--- src/rtl/core/low_battery_monitor_unit_macros.svh ---
// Assertion macros for the low battery monitor unit.
// No dependencies; included by the top level.
`ifndef LOW_BATTERY_MONITOR_UNIT_MACROS_SVH
`define LOW_BATTERY_MONITOR_UNIT_MACROS_SVH

// same-cycle implication, disabled in reset
`define LBM_ASSERT_SAME(label, clk, rst_n, ante, cons) \
  label: assert property (@(posedge clk) disable iff (!rst_n) (ante) |-> (cons)) \
    else $error("lbm assertion failed");

// next-cycle implication, disabled in reset
`define LBM_ASSERT_NEXT(label, clk, rst_n, ante, cons) \
  label: assert property (@(posedge clk) disable iff (!rst_n) (ante) |=> (cons)) \
    else $error("lbm assertion failed");

`endif

--- src/rtl/core/lbm_pkg.sv ---
// Shared types, constants and the charger state decode for the low battery monitor.
// No dependencies.
package lbm_pkg;

  localparam logic [1:0] ST_INIT      = 2'd0;
  localparam logic [1:0] ST_CARE      = 2'd1;
  localparam logic [1:0] ST_DONT_CARE = 2'd2;

  localparam logic [2:0] REG_START_DELAY = 3'd0;
  localparam logic [2:0] REG_DEBOUNCE    = 3'd1;
  localparam logic [2:0] REG_AWAKE_INT   = 3'd2;
  localparam logic [2:0] REG_SLEEP_INT   = 3'd3;
  localparam logic [2:0] REG_CUTOFF      = 3'd4;
  localparam logic [2:0] REG_WARNING     = 3'd5;
  localparam logic [2:0] REG_WARN_HYST   = 3'd6;
  localparam logic [2:0] REG_ALERT_CORR  = 3'd7;

  localparam logic [2:0] CODE_LAST_CARE = 3'd3;
  localparam logic [2:0] CODE_LAST_DONT = 3'd6;

  typedef struct packed {
    logic [15:0] start_delay_sec;
    logic [15:0] debounce_sec;
    logic [15:0] awake_interval_sec;
    logic [15:0] sleep_interval_sec;
    logic [6:0]  cutoff_pct;
    logic [6:0]  warning_pct;
    logic [6:0]  warning_hyst_pct;
    logic [6:0]  alert_threshold_pct;
  } cfg_t;

  typedef struct packed {
    logic [31:0] uptime_sec;
    logic        sleep_disabled;
    logic [9:0]  charge_tenths;
    logic        charge_error;
    logic        bat_event_valid;
    logic [2:0]  bat_state_code;
    logic        gauge_alert;
    logic        wake_event;
  } item_t;

  typedef struct packed {
    logic        started;
    logic        pending_valid;
    logic [31:0] pending_time;
    logic [1:0]  pending_status;
    logic [1:0]  charge_status;
    logic [31:0] last_eval_time;
    logic        past_warning;
    logic        alert_seen;
    logic        shutdown_sent;
  } state_t;

  typedef struct packed {
    logic       arm_alert;
    logic [6:0] alert_threshold_pct;
    logic       shutdown_request;
    logic       warn_pulse;
    logic       recover_pulse;
    logic [1:0] status_now;
    logic       warning_active;
  } result_t;

  function automatic logic [1:0] decode_state(input logic [2:0] code);
    logic [1:0] st;
    if (code <= CODE_LAST_CARE) begin
      st = ST_CARE;
    end else if (code <= CODE_LAST_DONT) begin
      st = ST_DONT_CARE;
    end else begin
      st = ST_INIT;
    end
    return st;
  endfunction

endpackage

--- src/rtl/core/lbm_cfg_regs.sv ---
// Configuration register file with the derived gauge alert threshold.
// Depends on lbm_pkg.
module lbm_cfg_regs (
  input  logic           clk,
  input  logic           rst_n,
  input  logic           cfg_we,
  input  logic [2:0]     cfg_index,
  input  logic [15:0]    cfg_wdata,
  output lbm_pkg::cfg_t  cfg
);

  logic [15:0] start_delay_r, debounce_r, awake_int_r, sleep_int_r;
  logic [6:0]  cutoff_r, warning_r, hyst_r, corr_r;

  always_ff @(posedge clk) begin
    if (!rst_n) begin
      start_delay_r <= 16'd20;
      debounce_r    <= 16'd20;
      awake_int_r   <= 16'd60;
      sleep_int_r   <= 16'd60;
      cutoff_r      <= 7'd2;
      warning_r     <= 7'd8;
      hyst_r        <= 7'd5;
      corr_r        <= 7'd1;
    end else if (cfg_we) begin
      case (cfg_index)
        lbm_pkg::REG_START_DELAY: start_delay_r <= cfg_wdata;
        lbm_pkg::REG_DEBOUNCE:    debounce_r    <= cfg_wdata;
        lbm_pkg::REG_AWAKE_INT:   awake_int_r   <= cfg_wdata;
        lbm_pkg::REG_SLEEP_INT:   sleep_int_r   <= cfg_wdata;
        lbm_pkg::REG_CUTOFF:      cutoff_r      <= cfg_wdata[6:0];
        lbm_pkg::REG_WARNING:     warning_r     <= cfg_wdata[6:0];
        lbm_pkg::REG_WARN_HYST:   hyst_r        <= cfg_wdata[6:0];
        lbm_pkg::REG_ALERT_CORR:  corr_r        <= cfg_wdata[6:0];
        default: ;
      endcase
    end
  end

  always_comb begin
    cfg.start_delay_sec     = start_delay_r;
    cfg.debounce_sec        = debounce_r;
    cfg.awake_interval_sec  = awake_int_r;
    cfg.sleep_interval_sec  = sleep_int_r;
    cfg.cutoff_pct          = cutoff_r;
    cfg.warning_pct         = warning_r;
    cfg.warning_hyst_pct    = hyst_r;
    cfg.alert_threshold_pct = (cutoff_r > corr_r) ? (cutoff_r - corr_r) : 7'd0;
  end

endmodule

--- src/rtl/core/lbm_eval.sv ---
// One evaluation tick: next supervisor state and the result from the current item.
// Depends on lbm_pkg.
module lbm_eval (
  input  lbm_pkg::cfg_t    cfg,
  input  lbm_pkg::item_t   item,
  input  lbm_pkg::state_t  st,
  output lbm_pkg::state_t  st_nxt,
  output lbm_pkg::result_t res
);

  logic [31:0] now;
  logic [31:0] lt_wake, lt_adopt;
  logic        start_now, started1, pend_load, pv1, adopt, alert1, do_eval;
  logic [31:0] pt1;
  logic [1:0]  ps1, cs1;
  logic [15:0] interval;
  logic [11:0] charge_x, cutoff_x10, warn_x10, clear_x10;
  logic        shut, warn, recov, past_nxt, sent_nxt;

  always_comb begin
    now        = item.uptime_sec;
    lt_wake    = item.wake_event ? 32'd0 : st.last_eval_time;

    start_now  = !st.started && (now >= {16'd0, cfg.start_delay_sec});
    started1   = st.started | start_now;
    pend_load  = (start_now && (st.charge_status == lbm_pkg::ST_INIT)) ||
                 (started1 && item.bat_event_valid);
    pv1        = st.pending_valid | pend_load;
    pt1        = pend_load ? now : st.pending_time;
    ps1        = pend_load ? lbm_pkg::decode_state(item.bat_state_code) : st.pending_status;
    alert1     = st.alert_seen | (started1 & item.gauge_alert);

    adopt      = pv1 && ((now - pt1) >= {16'd0, cfg.debounce_sec});
    cs1        = adopt ? ps1 : st.charge_status;
    lt_adopt   = adopt ? now : lt_wake;

    interval   = item.sleep_disabled ? cfg.awake_interval_sec : cfg.sleep_interval_sec;
    do_eval    = started1 && ((now - lt_adopt) >= {16'd0, interval});

    charge_x   = {2'd0, item.charge_tenths};
    cutoff_x10 = 12'({5'd0, cfg.cutoff_pct} * 12'd10);
    warn_x10   = 12'({5'd0, cfg.warning_pct} * 12'd10);
    clear_x10  = 12'(({5'd0, cfg.warning_pct} + {5'd0, cfg.warning_hyst_pct}) * 12'd10);

    shut     = 1'b0;
    warn     = 1'b0;
    recov    = 1'b0;
    past_nxt = st.past_warning;
    sent_nxt = st.shutdown_sent;
    if (do_eval && !item.charge_error) begin
      if (cs1 == lbm_pkg::ST_CARE) begin
        if (alert1 || (charge_x <= cutoff_x10)) begin
          shut     = !st.shutdown_sent;
          sent_nxt = 1'b1;
        end else if (!st.past_warning && (charge_x <= warn_x10)) begin
          past_nxt = 1'b1;
          warn     = 1'b1;
        end
      end else if (cs1 == lbm_pkg::ST_DONT_CARE) begin
        if (alert1) begin
          shut     = !st.shutdown_sent;
          sent_nxt = 1'b1;
        end else if (st.past_warning && (charge_x >= clear_x10)) begin
          past_nxt = 1'b0;
          recov    = 1'b1;
        end
      end
    end

    st_nxt.started        = started1;
    st_nxt.pending_valid  = pv1 & !adopt;
    st_nxt.pending_time   = pt1;
    st_nxt.pending_status = ps1;
    st_nxt.charge_status  = cs1;
    st_nxt.last_eval_time = do_eval ? now : lt_adopt;
    st_nxt.past_warning   = past_nxt;
    st_nxt.alert_seen     = alert1;
    st_nxt.shutdown_sent  = sent_nxt;

    res.arm_alert           = start_now;
    res.alert_threshold_pct = cfg.alert_threshold_pct;
    res.shutdown_request    = shut;
    res.warn_pulse          = warn;
    res.recover_pulse       = recov;
    res.status_now          = cs1;
    res.warning_active      = past_nxt;
  end

endmodule

--- src/rtl/core/low_battery_monitor_unit.sv ---
// Top level of the low battery monitor: input register, evaluation, result register.
// Depends on lbm_pkg, lbm_cfg_regs, lbm_eval and low_battery_monitor_unit_macros.svh.
//
//   channel  handshake          payload
//   in       in_valid/in_ready  in_uptime_sec .. in_wake_event
//   out      out_valid/out_ready out_arm_alert .. out_warning_active
//   cfg      cfg_we             cfg_index, cfg_wdata
//
// One request per cycle sustained while the output is not stalled; an accepted request is
// held in the input register, then its result in the result register. The evaluation
// between input and result register sets the cycle; state updates when an item moves into the result register.
// rst_n is synchronous; reset clears control and supervisor state and loads
// register defaults. A stalled output holds the input register, then in_ready drops.
`include "low_battery_monitor_unit_macros.svh"

module low_battery_monitor_unit (
  input  logic        clk,
  input  logic        rst_n,

  input  logic        in_valid,
  output logic        in_ready,
  input  logic [31:0] in_uptime_sec,
  input  logic        in_sleep_disabled,
  input  logic [9:0]  in_charge_tenths,
  input  logic        in_charge_error,
  input  logic        in_bat_event_valid,
  input  logic [2:0]  in_bat_state_code,
  input  logic        in_gauge_alert,
  input  logic        in_wake_event,

  output logic        out_valid,
  input  logic        out_ready,
  output logic        out_arm_alert,
  output logic [6:0]  out_alert_threshold_pct,
  output logic        out_shutdown_request,
  output logic        out_warn_pulse,
  output logic        out_recover_pulse,
  output logic [1:0]  out_status_now,
  output logic        out_warning_active,

  input  logic        cfg_we,
  input  logic [2:0]  cfg_index,
  input  logic [15:0] cfg_wdata
);

  lbm_pkg::cfg_t    cfg;
  lbm_pkg::item_t   item_r;
  lbm_pkg::state_t  state_r, state_nxt;
  lbm_pkg::result_t res_nxt, res_r;
  logic             item_valid_r, out_valid_r, advance;

  lbm_cfg_regs u_cfg (
    .clk       (clk),
    .rst_n     (rst_n),
    .cfg_we    (cfg_we),
    .cfg_index (cfg_index),
    .cfg_wdata (cfg_wdata),
    .cfg       (cfg)
  );

  lbm_eval u_eval (
    .cfg    (cfg),
    .item   (item_r),
    .st     (state_r),
    .st_nxt (state_nxt),
    .res    (res_nxt)
  );

  assign advance  = item_valid_r && (!out_valid_r || out_ready);
  assign in_ready = !item_valid_r || advance;

  always_ff @(posedge clk) begin
    if (!rst_n) begin
      item_valid_r <= 1'b0;
    end else if (in_ready) begin
      item_valid_r <= in_valid;
    end
  end

  always_ff @(posedge clk) begin
    if (in_ready && in_valid) begin
      item_r.uptime_sec      <= in_uptime_sec;
      item_r.sleep_disabled  <= in_sleep_disabled;
      item_r.charge_tenths   <= in_charge_tenths;
      item_r.charge_error    <= in_charge_error;
      item_r.bat_event_valid <= in_bat_event_valid;
      item_r.bat_state_code  <= in_bat_state_code;
      item_r.gauge_alert     <= in_gauge_alert;
      item_r.wake_event      <= in_wake_event;
    end
  end

  always_ff @(posedge clk) begin
    if (!rst_n) begin
      state_r     <= '0;
      out_valid_r <= 1'b0;
    end else begin
      if (advance) begin
        state_r <= state_nxt;
      end
      out_valid_r <= advance || (out_valid_r && !out_ready);
    end
  end

  always_ff @(posedge clk) begin
    if (advance) begin
      res_r <= res_nxt;
    end
  end

  assign out_valid               = out_valid_r;
  assign out_arm_alert           = res_r.arm_alert;
  assign out_alert_threshold_pct = res_r.alert_threshold_pct;
  assign out_shutdown_request    = res_r.shutdown_request;
  assign out_warn_pulse          = res_r.warn_pulse;
  assign out_recover_pulse       = res_r.recover_pulse;
  assign out_status_now          = res_r.status_now;
  assign out_warning_active      = res_r.warning_active;

  `LBM_ASSERT_SAME(a_shutdown_marked, clk, rst_n, $rose(state_r.shutdown_sent), out_valid_r && out_shutdown_request)
  `LBM_ASSERT_NEXT(a_started_sticks, clk, rst_n, state_r.started, state_r.started)
  `LBM_ASSERT_SAME(a_warn_recover_excl, clk, rst_n, out_valid_r, !(out_warn_pulse && out_recover_pulse))
  `LBM_ASSERT_SAME(a_ready_when_drained, clk, rst_n, !out_valid_r, in_ready)

endmodule

--- config.mk ---
export PLATFORM = sky130hd
export DESIGN_NAME = low_battery_monitor_unit
export DESIGN_NICKNAME = d
export VERILOG_FILES = /design/src/rtl/core/lbm_pkg.sv /design/src/rtl/core/lbm_cfg_regs.sv /design/src/rtl/core/lbm_eval.sv /design/src/rtl/core/low_battery_monitor_unit.sv
export VERILOG_INCLUDE_DIRS = /design/src /design/src/rtl/core
export SDC_FILE = /design/constraint.sdc
export NUM_CORES = 1
export LEC_CHECK = 0
export ABC_AREA = 1
export BUFFER_PORTS_ARGS = -buffer_cell sky130_fd_sc_hd__buf_2
export CORE_MARGIN = 2
export CORE_UTILIZATION = 50
export CTS_CLUSTER_SIZE = 10
export DETAILED_ROUTE_END_ITERATION = 8
export PLACE_DENSITY = 0.7
export SYNTH_ARGS = -nofsm -noshare
export SYNTH_HDL_FRONTEND = slang
export SYNTH_SLANG_ARGS = --single-unit
--- constraint.sdc ---
create_clock -name clk -period 8.8 [get_ports clk]
set_clock_uncertainty 0.15 [all_clocks]
set_input_delay 1.76 -clock clk [delete_from_list [all_inputs] [get_ports clk]]
set_output_delay 1.76 -clock clk [all_outputs]
set_load 0.01 [all_outputs]
==> run summary <==
The flow ran to the end, but the final reports show violations. The final reports fail on setup timing. The routed design has 51.0 mm of wire.

The tools report the worst max-slew margin expressed relative to the limit as 0.279. The final setup slack of the worst path is -0.631 ns, and the average cell area after synthesis is 7.20 um^2. The maximum fanout encountered on the critical timing path came out at 8. The proportion of synthesized flip-flops having asynchronous set or reset is 0, and the initial antenna violation count is 0. In this run the count of I/O pins placed on the die edge is 90. The synthesized netlist occupies a cell area of 0.0165 mm^2. The actual slew at the worst max-slew pin was 1.08 ns. The number of enable flip-flop cells after synthesis was 64; the register area share after synthesis was 0.320. The number of failing hold endpoints at the final stage came out at 0. The floorplan step defined a die boundary enclosing 0.0344 mm^2. For the count of endpoints failing setup in the final report, the log shows 38. The H-tree depth was 1; the final cycle utilization of the critical path was 1.07.

The tightest hold margin is 0.301 ns, and the die boundary width is 185 um. Dividing total power by cell area gives a power density of 174 mW/mm^2. TritonCTS built the clock tree. In the post-synthesis netlist, the cell with the most instances is sky130_fd_sc_hd__nand2_1.

The tools report the category of the worst setup path launch point as a flop. After clock tree synthesis, the clock-pin slew on the worst setup and hold paths is 0.06 ns. The logs give 9.68 nW for the leakage power total and 0 for the warning count from the yosys run.

The worst hold path belongs to the class reg -> reg. The root cell of the clock tree was sky130_fd_sc_hd__clkbuf_16. The repair_antennas step left the layout with diodes totalling 0. The run gives 37.4 mm as the HPWL after detailed placement.

For the worst setup path, the data required time is 9.09 ns. The total core area came out at 0.0325 mm^2. In the final routed layout, each cell accounts on average for 17.0 um. VDD sags by at most 0.176 mV. The global route total overflow was 0. The first routing iteration left 1262 violations.

The number of distinct library cells after synthesis is 52, and the maximum number of pins on one net before global-route repair is 97. The setup path with the least slack is of type reg -> reg. The run gives -22.65 ns as the aggregate negative setup slack. The tools report the achievable clock frequency as 106 MHz. The data arrival time of the critical path is 9.72 ns, and the overall die height is 185 um. Max-cap violations in this run came to 0. Dividing the detail-routed via count by the number of cells gives 5.48. Subtracting the final worst setup slack from the clock period gives 9.43 ns. Relative to the synthesized area, the layout overhead comes to 23.0%.

The tree built by TritonCTS fans out to 231 sinks. Sorting the synthesized cells by area gives the leading types as sky130_fd_sc_hd__dfxtp_1, sky130_fd_sc_hd__ha_1, sky130_fd_sc_hd__edfxtp_1. The number of rows in the core area was 66; the wire length of the first global-routing pass was 78.6 mm. The via count of the first global-routing pass was 15400. The fraction of final layout cells with drive strength greater than 1 came out at 0.197.

The later pin in the worst-skew pair is clocked with a latency of 0.58 ns. The cell repeated most along the worst path is sky130_fd_sc_hd__a21oi_2. The run gives 0.507 as the initial core utilization. For this design, the CTS-stage hold fixing added 0 buffers. Area share of the leading cell type in the synthesized netlist: 0.203.

The commonest cells after synthesis are sky130_fd_sc_hd__nand2_1, sky130_fd_sc_hd__inv_1, sky130_fd_sc_hd__a21oi_1, sky130_fd_sc_hd__o21ai_0, sky130_fd_sc_hd__nor2_1. The routed layout has 16400 vias. The DRC violation count after routing is 0, and the count of buffers from port buffering is 89. Total clock buffers created by CTS: 28. Before antenna repair, the detailed router went through 6 iterations. The biggest area contributor in the post-synthesis netlist is sky130_fd_sc_hd__dfxtp_1. The cell count after synthesis came out at 2284. Routability-driven placement finished with a final weighted congestion of 0.962.

The detail route stage leaves a number of antenna-violating nets equal to 0. The number of nets in the layout was 2800; the total of flip-flops plus latches after synthesis was 231. The worst setup path is captured at a flop. For the maximum buffer depth of the clock tree, the log shows 3. For this run, the leading register cell type out of synthesis is sky130_fd_sc_hd__dfxtp_1. The overall fraction of global-route tracks in use is 0.289.

Setup repair after global routing could not meet its margin everywhere. The total count of max-transition violations in the final report is 0. When the netlist entered floorplanning its net count stood at 2547. The delay of the slowest cell on the worst path works out to 0.42 ns. Slowest cell on the critical path: sky130_fd_sc_hd__edfxtp_1.
-- critical path, delay by kind of cell (launching register included) --
family                     cells  cell delay [ns]
buffers and inverters         11             1.14
DFF                            1             0.42
adders and majority gates      6             1.71
AOI/OAI and AO/OA             20             2.56
xor gates and xnor gates       2             0.32
and+or+nand+nor               29             2.91
-- metal layers --
layer | vias to the layer above | global-route usage | share of wire
met5 | - | 0 | 0
met3 | 115 | 0.0334 | 0.070
li1 | 8147 | - | -
met1 | 7621 | 0.381 | 0.43
met4 | 0 | 0.0997 | 0.034
met2 | 566 | 0.488 | 0.47
-- state kept, by name, summed over array words and instances (netlist names) --
signal / count
u_cfg.cutoff_r: 7
item_valid_r: 1
u_cfg.start_delay_r: 16
out_arm_alert: 1
u_cfg.debounce_r: 16
u_cfg.warning_r: 7
u_cfg.corr_r: 7
u_cfg.hyst_r: 7
u_cfg.awake_int_r: 16
state_r: 73
out_valid: 1
out_status_now: 2
out_warn_pulse: 1
out_recover_pulse: 1
out_alert_threshold_pct: 7
out_warning_active: 1
u_cfg.sleep_int_r: 16
item_r: 50
out_shutdown_request: 1
-- power by group --
| group | switching [mW] | internal, mW | total [mW] |
|---|---|---|---|
| clock network | 0.477 | 0.629 | 1.11 |
| registers | 0.0350 | 1.15 | 1.19 |
| logic | 0.717 | 0.506 | 1.22 |
-- per-stage QoR --
step           instance area [um^2]  setup slack, ns  std cells   util  power (mW)
2_1_floorplan                 16600          -0.0277       2284      -        1.95
3_3_place_gp                  18400           -0.481       2903  0.568        2.30
3_5_place_dp                  18400           -0.635       2903  0.568        2.33
4_1_cts                       19800           -0.296       2985  0.609        3.47
5_1_grt                       20200            -1.21       3001  0.624        3.72
6_report                      20200           -0.631       3001  0.624        3.52
-- layout make-up --
class	instances	area [um^2]
Inverter	320	1210
Clock buffer	49	820
Clock inverter	3	43.8
Fill cell	2890	12200
Tap cell	442	553
Multi-Input combinational cell	1657	10200
Sequential cell	231	5270
Timing Repair Buffer	299	2170
-- cell families (layout without fill, tap and decap cells) --
group | count (synthesis) | count (layout) | share of synthesized area
AOI/OAI and AO/OA | 505 | 505 | 0.166
adders and majority gates | 189 | 189 | 0.147
xor gates and xnor gates | 47 | 47 | 0.0250
DFF | 231 | 231 | 0.320
and+or+nand+nor | 901 | 901 | 0.239
muxes | 15 | 15 | 0.00913
buffers and inverters | 396 | 671 | 0.0944
-- what timing repair did --
item / in CTS / in global routing
cloned: 1 / 3
setup buffers: 29 / 18
endpoints found under the setup margin: 38 / 38
resized for setup: 51 / 83
pin swaps: 33 / 75
-- cell usage in the layout, fill, tap and decap left out, types with 29 or more instances in the layout --
cell                        count
sky130_fd_sc_hd__dfxtp_1      167
sky130_fd_sc_hd__buf_2         88
sky130_fd_sc_hd__nand2_1      390
sky130_fd_sc_hd__nand3_1      151
sky130_fd_sc_hd__a21oi_1      202
sky130_fd_sc_hd__buf_4        194
sky130_fd_sc_hd__nand2_2       46
sky130_fd_sc_hd__ha_1         171
sky130_fd_sc_hd__inv_1        292
sky130_fd_sc_hd__clkbuf_16     31
sky130_fd_sc_hd__o21ai_0      196
sky130_fd_sc_hd__o211ai_1      29
sky130_fd_sc_hd__edfxtp_1      64
sky130_fd_sc_hd__nor2_1       195
-- final timing paths --
kind	startpoint	depth (start not counted)	slack, ns	to
setup / recovery	item_r[28]$_DFFE_PP_	68	-0.63	state_r[3]$_SDFFE_PN0P_
hold reg to reg	u_cfg.sleep_int_r[0]$_SDFFE_PN0P_	2	0.30	u_cfg.sleep_int_r[0]$_SDFFE_PN0P_
hold / removal	u_cfg.sleep_int_r[0]$_SDFFE_PN0P_	2	0.30	u_cfg.sleep_int_r[0]$_SDFFE_PN0P_
setup reg to reg	item_r[28]$_DFFE_PP_	68	-0.63	state_r[3]$_SDFFE_PN0P_
(Power assumes the default switching activity.)
